==> src/sv/plc_pkg.sv <==
// ----------------------------------------------------------------------------
// plc_pkg
// Shared constants, codes and types of the piecewise-linear colormap.
// ----------------------------------------------------------------------------
package plc_pkg;

	localparam int MAX_STOPS = 16;
	localparam int IDX_W     = $clog2(MAX_STOPS);
	localparam int CNT_W     = $clog2(MAX_STOPS + 1);
	localparam int POS_W     = 13;
	localparam int COL_W     = 32;
	localparam int ENT_W     = POS_W + COL_W;
	localparam int DVD_W     = 28;
	localparam int DVS_W     = 16;
	localparam int Q_FRAC    = 12;
	localparam logic [POS_W-1:0] Q_ONE = POS_W'(4096);

	// request kinds
	localparam logic [1:0] KIND_MAP = 2'd0;
	localparam logic [1:0] KIND_INS = 2'd1;
	localparam logic [1:0] KIND_CLR = 2'd2;
	localparam logic [1:0] KIND_IGN = 2'd3;

	// status codes
	localparam logic [1:0] ST_OK     = 2'd0;
	localparam logic [1:0] ST_RANGE  = 2'd1;
	localparam logic [1:0] ST_FULL   = 2'd2;
	localparam logic [1:0] ST_BADRNG = 2'd3;

	// register indexes
	localparam logic REG_MIN = 1'b0;
	localparam logic REG_MAX = 1'b1;

	localparam logic [COL_W-1:0] WHITE = 32'hFFFF_FFFF;

	typedef enum logic [3:0] {
		S_IDLE,
		S_PICK,
		S_NORM,
		S_SCAN,
		S_RATIO,
		S_LERP,
		S_FIND,
		S_SHIFT,
		S_DONE
	} state_t;

endpackage

==> src/sv/plc_ram.sv <==
// ----------------------------------------------------------------------------
// plc_ram
// Generic single-write, single-read RAM with registered read data.
// ----------------------------------------------------------------------------
module plc_ram #(
	parameter int WIDTH = 8,
	parameter int DEPTH = 16
) (
	input  logic                     clk,
	input  logic                     we,
	input  logic [$clog2(DEPTH)-1:0] waddr,
	input  logic [WIDTH-1:0]         wdata,
	input  logic [$clog2(DEPTH)-1:0] raddr,
	output logic [WIDTH-1:0]         rdata
);

	logic [WIDTH-1:0] mem_q [DEPTH];
	logic [WIDTH-1:0] rdata_q;

	always_ff @(posedge clk) begin
		if (we) begin
			mem_q[waddr] <= wdata;
		end
		rdata_q <= mem_q[raddr];
	end

	assign rdata = rdata_q;

endmodule

==> src/sv/plc_div.sv <==
// ----------------------------------------------------------------------------
// plc_div
// Radix-2 restoring divider, one quotient bit per cycle.
// ----------------------------------------------------------------------------
module plc_div (
	input  logic                        clk,
	input  logic                        arst_n,
	input  logic                        start,
	input  logic [plc_pkg::DVD_W-1:0]   dividend,
	input  logic [plc_pkg::DVS_W-1:0]   divisor,
	output logic                        done,
	output logic [plc_pkg::POS_W-1:0]   quotient
);

	localparam int CW = $clog2(plc_pkg::DVD_W + 1);

	logic [plc_pkg::DVD_W-1:0] quo_q;
	logic [plc_pkg::DVS_W:0]   rem_q;
	logic [plc_pkg::DVS_W-1:0] dvs_q;
	logic [CW-1:0]             cnt_q;
	logic                      busy_q;
	logic                      done_q;
	logic [plc_pkg::DVS_W:0]   rem_sh;
	logic [plc_pkg::DVS_W+1:0] diff;

	// trial subtract
	assign rem_sh = {rem_q[plc_pkg::DVS_W-1:0], quo_q[plc_pkg::DVD_W-1]};
	assign diff   = {1'b0, rem_sh} - {2'b00, dvs_q};

	always_ff @(posedge clk or negedge arst_n) begin
		if (!arst_n) begin
			busy_q <= 1'b0;
			done_q <= 1'b0;
			cnt_q  <= '0;
		end else begin
			done_q <= 1'b0;
			if (start) begin
				busy_q <= 1'b1;
				cnt_q  <= '0;
			end else if (busy_q) begin
				cnt_q <= cnt_q + 1'b1;
				if (cnt_q == CW'(plc_pkg::DVD_W - 1)) begin
					busy_q <= 1'b0;
					done_q <= 1'b1;
				end
			end
		end
	end

	// datapath
	always_ff @(posedge clk) begin
		if (start) begin
			quo_q <= dividend;
			rem_q <= '0;
			dvs_q <= divisor;
		end else if (busy_q) begin
			if (!diff[plc_pkg::DVS_W+1]) begin
				rem_q <= diff[plc_pkg::DVS_W:0];
				quo_q <= {quo_q[plc_pkg::DVD_W-2:0], 1'b1};
			end else begin
				rem_q <= rem_sh;
				quo_q <= {quo_q[plc_pkg::DVD_W-2:0], 1'b0};
			end
		end
	end

	assign done     = done_q;
	assign quotient = quo_q[plc_pkg::POS_W-1:0];

endmodule

==> src/sv/piecewise_linear_colormap.sv <==
// ----------------------------------------------------------------------------
// piecewise_linear_colormap
// False-color engine over a sorted table of RGBA color stops.
// ----------------------------------------------------------------------------
//  channel | signals                          | moves
//  in      | in_valid/in_ready + 7 fields     | one request (map, insert, clear, ignore)
//  out     | out_valid/out_ready + 5 fields   | one result per request
//  cfg     | APB psel/penable/pwrite/paddr    | range_min at 0, range_max at 4
//
// A map request runs two 28-step divisions on the shared divider plus a scan
// over the stops. Insert scans the table, then shifts the RAM one entry at a
// time. Clear and trivial maps use neither the divider nor the scan.
// in_ready is high only while idle; a finished result waits in the output
// register. Reset empties the table and loads range_min=0, range_max=4096.
module piecewise_linear_colormap (
	input  logic                      clk,
	input  logic                      arst_n,
	// request channel
	input  logic                      in_valid,
	output logic                      in_ready,
	input  logic [1:0]                kind,
	input  logic signed [15:0]        sample_value,
	input  logic [12:0]               stop_position,
	input  logic [7:0]                stop_red,
	input  logic [7:0]                stop_green,
	input  logic [7:0]                stop_blue,
	input  logic [7:0]                stop_alpha,
	// result channel
	output logic                      out_valid,
	input  logic                      out_ready,
	output logic [7:0]                out_red,
	output logic [7:0]                out_green,
	output logic [7:0]                out_blue,
	output logic [7:0]                out_alpha,
	output logic [1:0]                status,
	// config port
	input  logic                      psel,
	input  logic                      penable,
	input  logic                      pwrite,
	input  logic [2:0]                paddr,
	input  logic [31:0]               pwdata,
	output logic [31:0]               prdata,
	output logic                      pready
);

	localparam int IW = plc_pkg::IDX_W;
	localparam int CW = plc_pkg::CNT_W;
	localparam int PW = plc_pkg::POS_W;

	plc_pkg::state_t state_q, state_nx;

	logic signed [15:0] min_q, max_q;
	logic [CW-1:0]      count_q;
	logic [CW-1:0]      idx_q, at_q;
	logic               ph_q;
	logic [1:0]         ch_q;
	logic [PW-1:0]      npos_q;
	logic [31:0]        ncol_q;
	logic [PW-1:0]      p_q, r_q;
	logic [plc_pkg::ENT_W-1:0] prev_q;
	logic [31:0]        ci_q, cs_q;
	logic [7:0]         al_q;
	logic [23:0]        rgb_q;
	logic [31:0]        res_col_q;
	logic [1:0]         res_st_q;
	logic               out_valid_q;
	logic [31:0]        out_col_q;
	logic [1:0]         out_st_q;

	// config registers
	always_ff @(posedge clk or negedge arst_n) begin
		if (!arst_n) begin
			min_q <= 16'sd0;
			max_q <= 16'sd4096;
		end else if (psel && penable && pwrite) begin
			case (paddr[2])
				plc_pkg::REG_MIN: min_q <= pwdata[15:0];
				default:          max_q <= pwdata[15:0];
			endcase
		end
	end

	assign pready = 1'b1;
	assign prdata = (paddr[2] == plc_pkg::REG_MIN) ? {{16{min_q[15]}}, min_q}
	                                               : {{16{max_q[15]}}, max_q};

	// range and sample classification
	logic signed [16:0] span, off;
	logic               span_ok, at_low, at_high;
	assign span    = 17'(max_q) - 17'(min_q);
	assign off     = 17'(sample_value) - 17'(min_q);
	assign span_ok = (span > 17'sd0);
	assign at_low  = (sample_value <= min_q);
	assign at_high = (sample_value >= max_q);

	// stop table RAM: {position, color}
	logic                      ram_we;
	logic [IW-1:0]             ram_waddr, ram_raddr;
	logic [plc_pkg::ENT_W-1:0] ram_wdata, ram_rdata;
	logic [PW-1:0]             rd_pos;
	logic [31:0]               rd_col;

	plc_ram #(.WIDTH(plc_pkg::ENT_W), .DEPTH(plc_pkg::MAX_STOPS)) u_ram (
		.clk   (clk),
		.we    (ram_we),
		.waddr (ram_waddr),
		.wdata (ram_wdata),
		.raddr (ram_raddr),
		.rdata (ram_rdata)
	);

	assign rd_pos = ram_rdata[plc_pkg::ENT_W-1:32];
	assign rd_col = ram_rdata[31:0];

	// shared divider
	logic                      div_start, div_done;
	logic [plc_pkg::DVD_W-1:0] div_dvd;
	logic [plc_pkg::DVS_W-1:0] div_dvs;
	logic [PW-1:0]             div_quo;

	plc_div u_div (
		.clk      (clk),
		.arst_n   (arst_n),
		.start    (div_start),
		.dividend (div_dvd),
		.divisor  (div_dvs),
		.done     (div_done),
		.quotient (div_quo)
	);

	// segment test on the entry just read
	logic [PW-1:0] lo_pos;
	logic          seg_hit, last_idx, ins_eq, ins_full, shift_end;
	assign lo_pos    = prev_q[plc_pkg::ENT_W-1:32];
	assign seg_hit   = (p_q >= lo_pos) && (p_q <= rd_pos);
	assign last_idx  = (idx_q + 1'b1 == count_q);
	assign ins_eq    = (rd_pos == npos_q);
	assign ins_full  = (count_q == CW'(plc_pkg::MAX_STOPS));
	assign shift_end = (idx_q == at_q);

	// one lerp channel per cycle
	logic [PW-1:0] r_inv;
	logic [20:0]   lerp_sum;
	assign r_inv    = plc_pkg::Q_ONE - r_q;
	assign lerp_sum = 21'(cs_q[31:24]) * 21'(r_q) + 21'(ci_q[31:24]) * 21'(r_inv);

	logic accept;
	assign accept = in_valid && in_ready;

	// next state
	always_comb begin
		state_nx = state_q;
		case (state_q)
			plc_pkg::S_IDLE: begin
				if (in_valid) begin
					case (kind)
						plc_pkg::KIND_MAP: begin
							if (!span_ok || count_q == '0) begin
								state_nx = plc_pkg::S_DONE;
							end else if (at_low || at_high || count_q == CW'(1)) begin
								state_nx = plc_pkg::S_PICK;
							end else begin
								state_nx = plc_pkg::S_NORM;
							end
						end
						plc_pkg::KIND_INS: begin
							if (stop_position > plc_pkg::Q_ONE) begin
								state_nx = plc_pkg::S_DONE;
							end else if (count_q == '0) begin
								state_nx = plc_pkg::S_SHIFT;
							end else begin
								state_nx = plc_pkg::S_FIND;
							end
						end
						default: state_nx = plc_pkg::S_DONE;
					endcase
				end
			end
			plc_pkg::S_PICK: if (ph_q) state_nx = plc_pkg::S_DONE;
			plc_pkg::S_NORM: if (div_done) state_nx = plc_pkg::S_SCAN;
			plc_pkg::S_SCAN: begin
				if (ph_q && idx_q != '0) begin
					if (seg_hit) begin
						state_nx = plc_pkg::S_RATIO;
					end else if (last_idx) begin
						state_nx = plc_pkg::S_DONE;
					end
				end
			end
			plc_pkg::S_RATIO: if (div_done) state_nx = plc_pkg::S_LERP;
			plc_pkg::S_LERP:  if (ch_q == 2'd2) state_nx = plc_pkg::S_DONE;
			plc_pkg::S_FIND: begin
				if (ph_q) begin
					if (ins_eq) begin
						state_nx = plc_pkg::S_DONE;
					end else if (last_idx) begin
						state_nx = ins_full ? plc_pkg::S_DONE : plc_pkg::S_SHIFT;
					end
				end
			end
			plc_pkg::S_SHIFT: if (shift_end) state_nx = plc_pkg::S_DONE;
			plc_pkg::S_DONE:  if (!out_valid_q || out_ready) state_nx = plc_pkg::S_IDLE;
			default:          state_nx = plc_pkg::S_IDLE;
		endcase
	end

	// control outputs: handshake, RAM, divider
	always_comb begin
		in_ready  = 1'b0;
		ram_we    = 1'b0;
		ram_waddr = idx_q[IW-1:0];
		ram_wdata = {npos_q, ncol_q};
		ram_raddr = idx_q[IW-1:0];
		div_start = 1'b0;
		div_dvd   = {3'b000, p_q - lo_pos, 12'h000};
		div_dvs   = {3'b000, rd_pos - lo_pos};
		case (state_q)
			plc_pkg::S_IDLE: begin
				in_ready  = 1'b1;
				div_dvd   = {off[15:0], 12'h000};
				div_dvs   = span[15:0];
				div_start = in_valid && kind == plc_pkg::KIND_MAP && span_ok &&
				            count_q > CW'(1) && !at_low && !at_high;
			end
			plc_pkg::S_SCAN: div_start = ph_q && idx_q != '0 && seg_hit;
			plc_pkg::S_FIND: ram_we = ph_q && ins_eq;
			plc_pkg::S_SHIFT: begin
				ram_raddr = IW'(idx_q - 1'b1);
				if (shift_end) begin
					ram_we = 1'b1;
				end else if (ph_q) begin
					ram_we    = 1'b1;
					ram_wdata = ram_rdata;
				end
			end
			default: ;
		endcase
	end

	// control registers
	always_ff @(posedge clk or negedge arst_n) begin
		if (!arst_n) begin
			state_q     <= plc_pkg::S_IDLE;
			count_q     <= '0;
			ph_q        <= 1'b0;
			out_valid_q <= 1'b0;
		end else begin
			state_q <= state_nx;
			case (state_q)
				plc_pkg::S_IDLE: begin
					ph_q <= 1'b0;
					if (accept && kind == plc_pkg::KIND_CLR) begin
						count_q <= '0;
					end
				end
				plc_pkg::S_PICK, plc_pkg::S_SCAN, plc_pkg::S_FIND: ph_q <= !ph_q;
				plc_pkg::S_SHIFT: begin
					if (shift_end) begin
						count_q <= count_q + 1'b1;
						ph_q    <= 1'b0;
					end else begin
						ph_q <= !ph_q;
					end
				end
				default: ph_q <= 1'b0;
			endcase
			// output register
			if (state_q == plc_pkg::S_DONE && (!out_valid_q || out_ready)) begin
				out_valid_q <= 1'b1;
			end else if (out_ready) begin
				out_valid_q <= 1'b0;
			end
		end
	end

	// datapath registers
	always_ff @(posedge clk) begin
		case (state_q)
			plc_pkg::S_IDLE: begin
				npos_q    <= stop_position;
				ncol_q    <= {stop_red, stop_green, stop_blue, stop_alpha};
				res_col_q <= '0;
				res_st_q  <= plc_pkg::ST_OK;
				idx_q     <= '0;
				at_q      <= '0;
				ch_q      <= '0;
				if (kind == plc_pkg::KIND_MAP) begin
					if (!span_ok) begin
						res_st_q <= plc_pkg::ST_BADRNG;
					end else if (count_q == '0) begin
						res_col_q <= plc_pkg::WHITE;
					end else if (at_high && !at_low) begin
						idx_q <= count_q - 1'b1;
					end
				end else if (kind == plc_pkg::KIND_INS && stop_position > plc_pkg::Q_ONE) begin
					res_st_q <= plc_pkg::ST_RANGE;
				end
			end
			plc_pkg::S_PICK: if (ph_q) res_col_q <= rd_col;
			plc_pkg::S_NORM: if (div_done) p_q <= div_quo;
			plc_pkg::S_SCAN: begin
				if (ph_q) begin
					prev_q <= ram_rdata;
					idx_q  <= idx_q + 1'b1;
					ci_q   <= prev_q[31:0];
					cs_q   <= rd_col;
					al_q   <= 8'((9'(prev_q[7:0]) + 9'(rd_col[7:0])) >> 1);
					if (idx_q != '0 && !seg_hit && last_idx) begin
						res_col_q <= plc_pkg::WHITE;
					end
				end
			end
			plc_pkg::S_RATIO: if (div_done) r_q <= div_quo;
			plc_pkg::S_LERP: begin
				ch_q  <= ch_q + 1'b1;
				ci_q  <= ci_q << 8;
				cs_q  <= cs_q << 8;
				rgb_q <= {rgb_q[15:0], lerp_sum[19:12]};
				if (ch_q == 2'd2) begin
					res_col_q <= {rgb_q[15:0], lerp_sum[19:12], al_q};
				end
			end
			plc_pkg::S_FIND: begin
				if (ph_q) begin
					idx_q <= idx_q + 1'b1;
					if (rd_pos < npos_q) begin
						at_q <= at_q + 1'b1;
					end
					if (!ins_eq && last_idx) begin
						idx_q <= count_q;
						if (ins_full) begin
							res_st_q <= plc_pkg::ST_FULL;
						end
					end
				end
			end
			plc_pkg::S_SHIFT: if (ph_q && !shift_end) idx_q <= idx_q - 1'b1;
			plc_pkg::S_DONE: begin
				if (!out_valid_q || out_ready) begin
					out_col_q <= res_col_q;
					out_st_q  <= res_st_q;
				end
			end
			default: ;
		endcase
	end

	assign out_valid = out_valid_q;
	assign out_red   = out_col_q[31:24];
	assign out_green = out_col_q[23:16];
	assign out_blue  = out_col_q[15:8];
	assign out_alpha = out_col_q[7:0];
	assign status    = out_st_q;

endmodule

==> config.mk <==
export PLATFORM = sky130hd
export DESIGN_NAME = piecewise_linear_colormap
export DESIGN_NICKNAME = d
export VERILOG_FILES = /design/src/sv/plc_pkg.sv /design/src/sv/plc_ram.sv /design/src/sv/plc_div.sv /design/src/sv/piecewise_linear_colormap.sv
export SDC_FILE = /design/constraint.sdc
export NUM_CORES = 2
export LEC_CHECK = 0
export BUFFER_PORTS_ARGS = -buffer_cell sky130_fd_sc_hd__buf_4
export CAP_MARGIN = 20
export CORE_UTILIZATION = 25
export CTS_BUF_LIST = sky130_fd_sc_hd__clkbuf_4
export CTS_CLUSTER_SIZE = 12
export DETAILED_ROUTE_END_ITERATION = 8
export PLACE_DENSITY = 0.4
export SYNTH_ARGS = -nofsm -noshare
export SYNTH_HDL_FRONTEND = slang
export SYNTH_SLANG_ARGS = --single-unit
==> constraint.sdc <==
create_clock -name clk -period 12.8 [get_ports clk]
set_input_delay 1.92 -clock clk [delete_from_list [all_inputs] [get_ports clk]]
set_output_delay 1.92 -clock clk [all_outputs]
set_load 0.03 [all_outputs]
==> out/results.ini <==
[place]
gp_congestion = 0.787
hpwl_um = 98100
portBuffers = 154
placed_cells = 6745

[clock_tree]
cts_buffers = 347
clk_pin_slew_worst_paths_ns = 0.06
cts_resized = 0
ctsRootBufferMaster = clkbuf_4
cts_tree = yes
cts.sinks = 1159
cts_setup_buffers = 0
cts_hold_buf = 0
clk-insertion-delay-late_ns = 1.31
clock_path_buffers = 4
h-tree-depth = 5

[synthesis]
netlist_instances = 3729
synth_seq_cells = 1159
ys_seq_area_share_pct = 61.1
synth_top_area_share_pct = 56.7
syn_avg_cell_area_um2 = 14.9
syn-num-nets = 4198
synthTopCellsByArea = edfxtp_1, mux4_2, fa_1, ha_1, nand2_1
synth-edff-count = 1048
synthArstFlopShare_pct = 4.31
ys_warn_count = 0
synth_area_leader_cell = edfxtp_1
syn_area_mm2 = 0.0555
ys_types = 85
ys.flop_type = edfxtp_1

[setup_path]
cpPeakStageDelay_ns = 0.60
cp-end-kind = register
required_ns = 13.75
cp.arrival_ns = 9.37
path_max_fanout = 11
start_kind = register
crit_family = adder cells
r2r_slack_ns = 4.38
worst-setup-path-type = register to register
r2r-start = r_q[2]
reg2reg_depth = 25
crit_start = r_q[2]
r2r_end = res_col_q[15]
crit_buf_inv = 3
cp_common_cell = fa_1
cp_slowest_cell = edfxtp_1

[finish]
nNetsFinal = 4607
drive_above_1_share_pct = 26.3
fin_cells = 7367
area_growth_syn_to_layout_pct = 17.0

[routing]
dr_total_vias = 32400
postRouteAntennaNets = 0
drt-wirelength-per-cell_um = 21.3
route.detailed.drc = 0
routed_wl_um = 157000
first_pass_iters = 5
drt_iter0_markers = 2168
via_per_inst = 4.40

[floorplan]
fp.dieH_um = 473
initial_utilization_pct = 25.2
dieArea_mm2 = 0.224
boundaryPins = 174
die_x_um = 473
rows = 172
core_mm2 = 0.220

[pwr]
power_density_mw_per_mm2 = 211
p_leak_uw = 0.0240
vdd_ir_drop_max_v = 0.000142

[sta]
tightest_slew_ns = 1.11
max_slew_margin_pct = 25.9
fin_setup_tns_ns = 0
fin_crit_sh_pct = 65.8
skew_ns = 0.130
layout_min_cycle_time_ns = 8.42
rsz0062_at_grt = no
hold_viol = 0
drv_slew = 0
finalSetupViolations = 0
fmax_mhz = 119

[grt]
grt_first_pass_wirelength_um = 232000
antenna_found_initial = 19
grt_pass1_vias = 34100
grt.total_usage_pct = 14.1
grt_overflow_total = 0
grt_max_degree = 134

[worst_hold_path]
hold_end = out_col_q[8]
worstHoldPathType = register to register
hold_path.startpoint = res_col_q[8]
hold_depth = 0

[run_status]
status = completed

[job]
maxCapViolations = 0

[worst register-to-register path: cells and delay by family (launching register included)]
family	cells	cell delay [ns]
fa+ha+maj	7	3.25
compound gates	6	1.88
simple gates	7	1.57
xor+xnor	2	0.70
flops	1	0.60
buf+inv	3	0.15
[registers in the layout, summed over array words and instances, names as in the netlist, 28 cells and up]
name / count
u_ram.mem_q: 720
prev_q: 45
u_ram.rdata: 45
ci_q: 32
cs_q: 32
ncol_q: 32
out_col_q: 32
res_col_q: 32
u_div.quo_q: 28
[Yosys cell counts, drive strengths merged (11+ instances only)]
library cell,n
dfxtp,61
nor4,11
o211ai,11
and2,109
a211oi,29
xor2,30
nor3,35
o21a,25
nand4,16
nand2,405
ha,196
dfrtp,49
clkbuf,125
nor2,139
a21o,22
nand2b,21
nand3,62
buf,41
or3,17
xnor2,68
a31oi,11
a21oi,93
nor2b,21
inv,311
fa,168
mux4,225
edfxtp,1048
mux2i,13
mux2,76
o21ai,137
and3,22
[layer usage]
metal	track usage, %	up-vias	part of all wire [%]
met5	0	-	0
li1	-	14900	-
met2	22.8	712	48
met3	2.61	263	4.1
met1	19.1	16600	46
met4	4.24	0	2.2
[cell type report]
class | count | area (um2)
clock inverters | 62 | 345
multi-input cells | 2092 | 19900
repair buffers | 226 | 1740
diodes | 9 | 22.5
well taps | 2958 | 3700
flip-flops and latches | 1159 | 33900
fillers | 22300 | 155000
inverters | 312 | 1170
clock buffers | 549 | 4120
[logic make-up (layout without fill, tap and decap cells)]
family                     Yosys count  after routing  share of synthesized area (%)
DFF                               1159           1159                           61.1
and+or+nand+nor                    899            899                           7.61
buffers and inverters              478           1149                           3.42
AOI/OAI and AO/OA                  416            416                           4.86
adders and majority gates          364            364                           10.5
muxes                              314            314                           11.0
xor gates and xnor gates            98             98                           1.55
other                                1             10                        0.00675
[where the power goes]
group	switching [uW]	internal, uW
registers	514	5100
logic	2590	1860
clock network	1610	2010
total	4710	8970
[worst max path at each step]
stage	slack (ns)	cells after the start	end
finish	4.38	25	res_col_q[15]
global route	3.79	25	res_col_q[15]
CTS	4.16	25	res_col_q[15]
detailed placement	4.21	25	res_col_q[15]
global placement	4.16	25	res_col_q[15]
floorplan	5.53	26	res_col_q[15]
[layout by cell type (no fill, tap or decap), types with 11 or more instances in the layout]
master    synthesis  routed
o21ai_0         137     133
inv_1           311     309
a31oi_1          11      11
nand4_1          16      16
mux2_4           11      11
nor2_1          139     126
dfrtp_1          49      48
a21oi_1          92      92
nor2_4            0      12
or3_1            17      17
o21a_1           25      25
mux2_2           65      65
xnor2_1          68      67
dfxtp_1          61      61
ha_1            196     195
o211ai_1         11      11
nor3_1           34      29
xor2_1           30      29
nand3_1          62      61
nand2b_1         21      21
nor2b_1          21      20
clkbuf_4          0     549
buf_4            17     220
a211oi_1         19      19
a21o_1           22      21
edfxtp_1       1048    1048
and3_1           22      22
mux2i_1          13      13
fa_1            168     168
and2_1          109     109
clkinv_1          1      49
nand2_1         404     403
mux4_2          225     225
[through the flow]
stage          utilization [%]  hold slack, ns  setup WS, ns  cell area [um2]  power (uW)
6_report                  29.5           0.417          4.38            65000       13700
2_1_floorplan                -           0.400          5.53            55500        8580
5_1_grt                   29.5           0.422          3.79            65000       14600
4_1_cts                   29.5           0.402          4.16            64900       14000
3_3_place_gp              27.4           0.402          4.16            60400       10200
3_5_place_dp              27.5           0.408          4.21            60500       10300
Note: power is estimated with default switching activity, not from simulation.
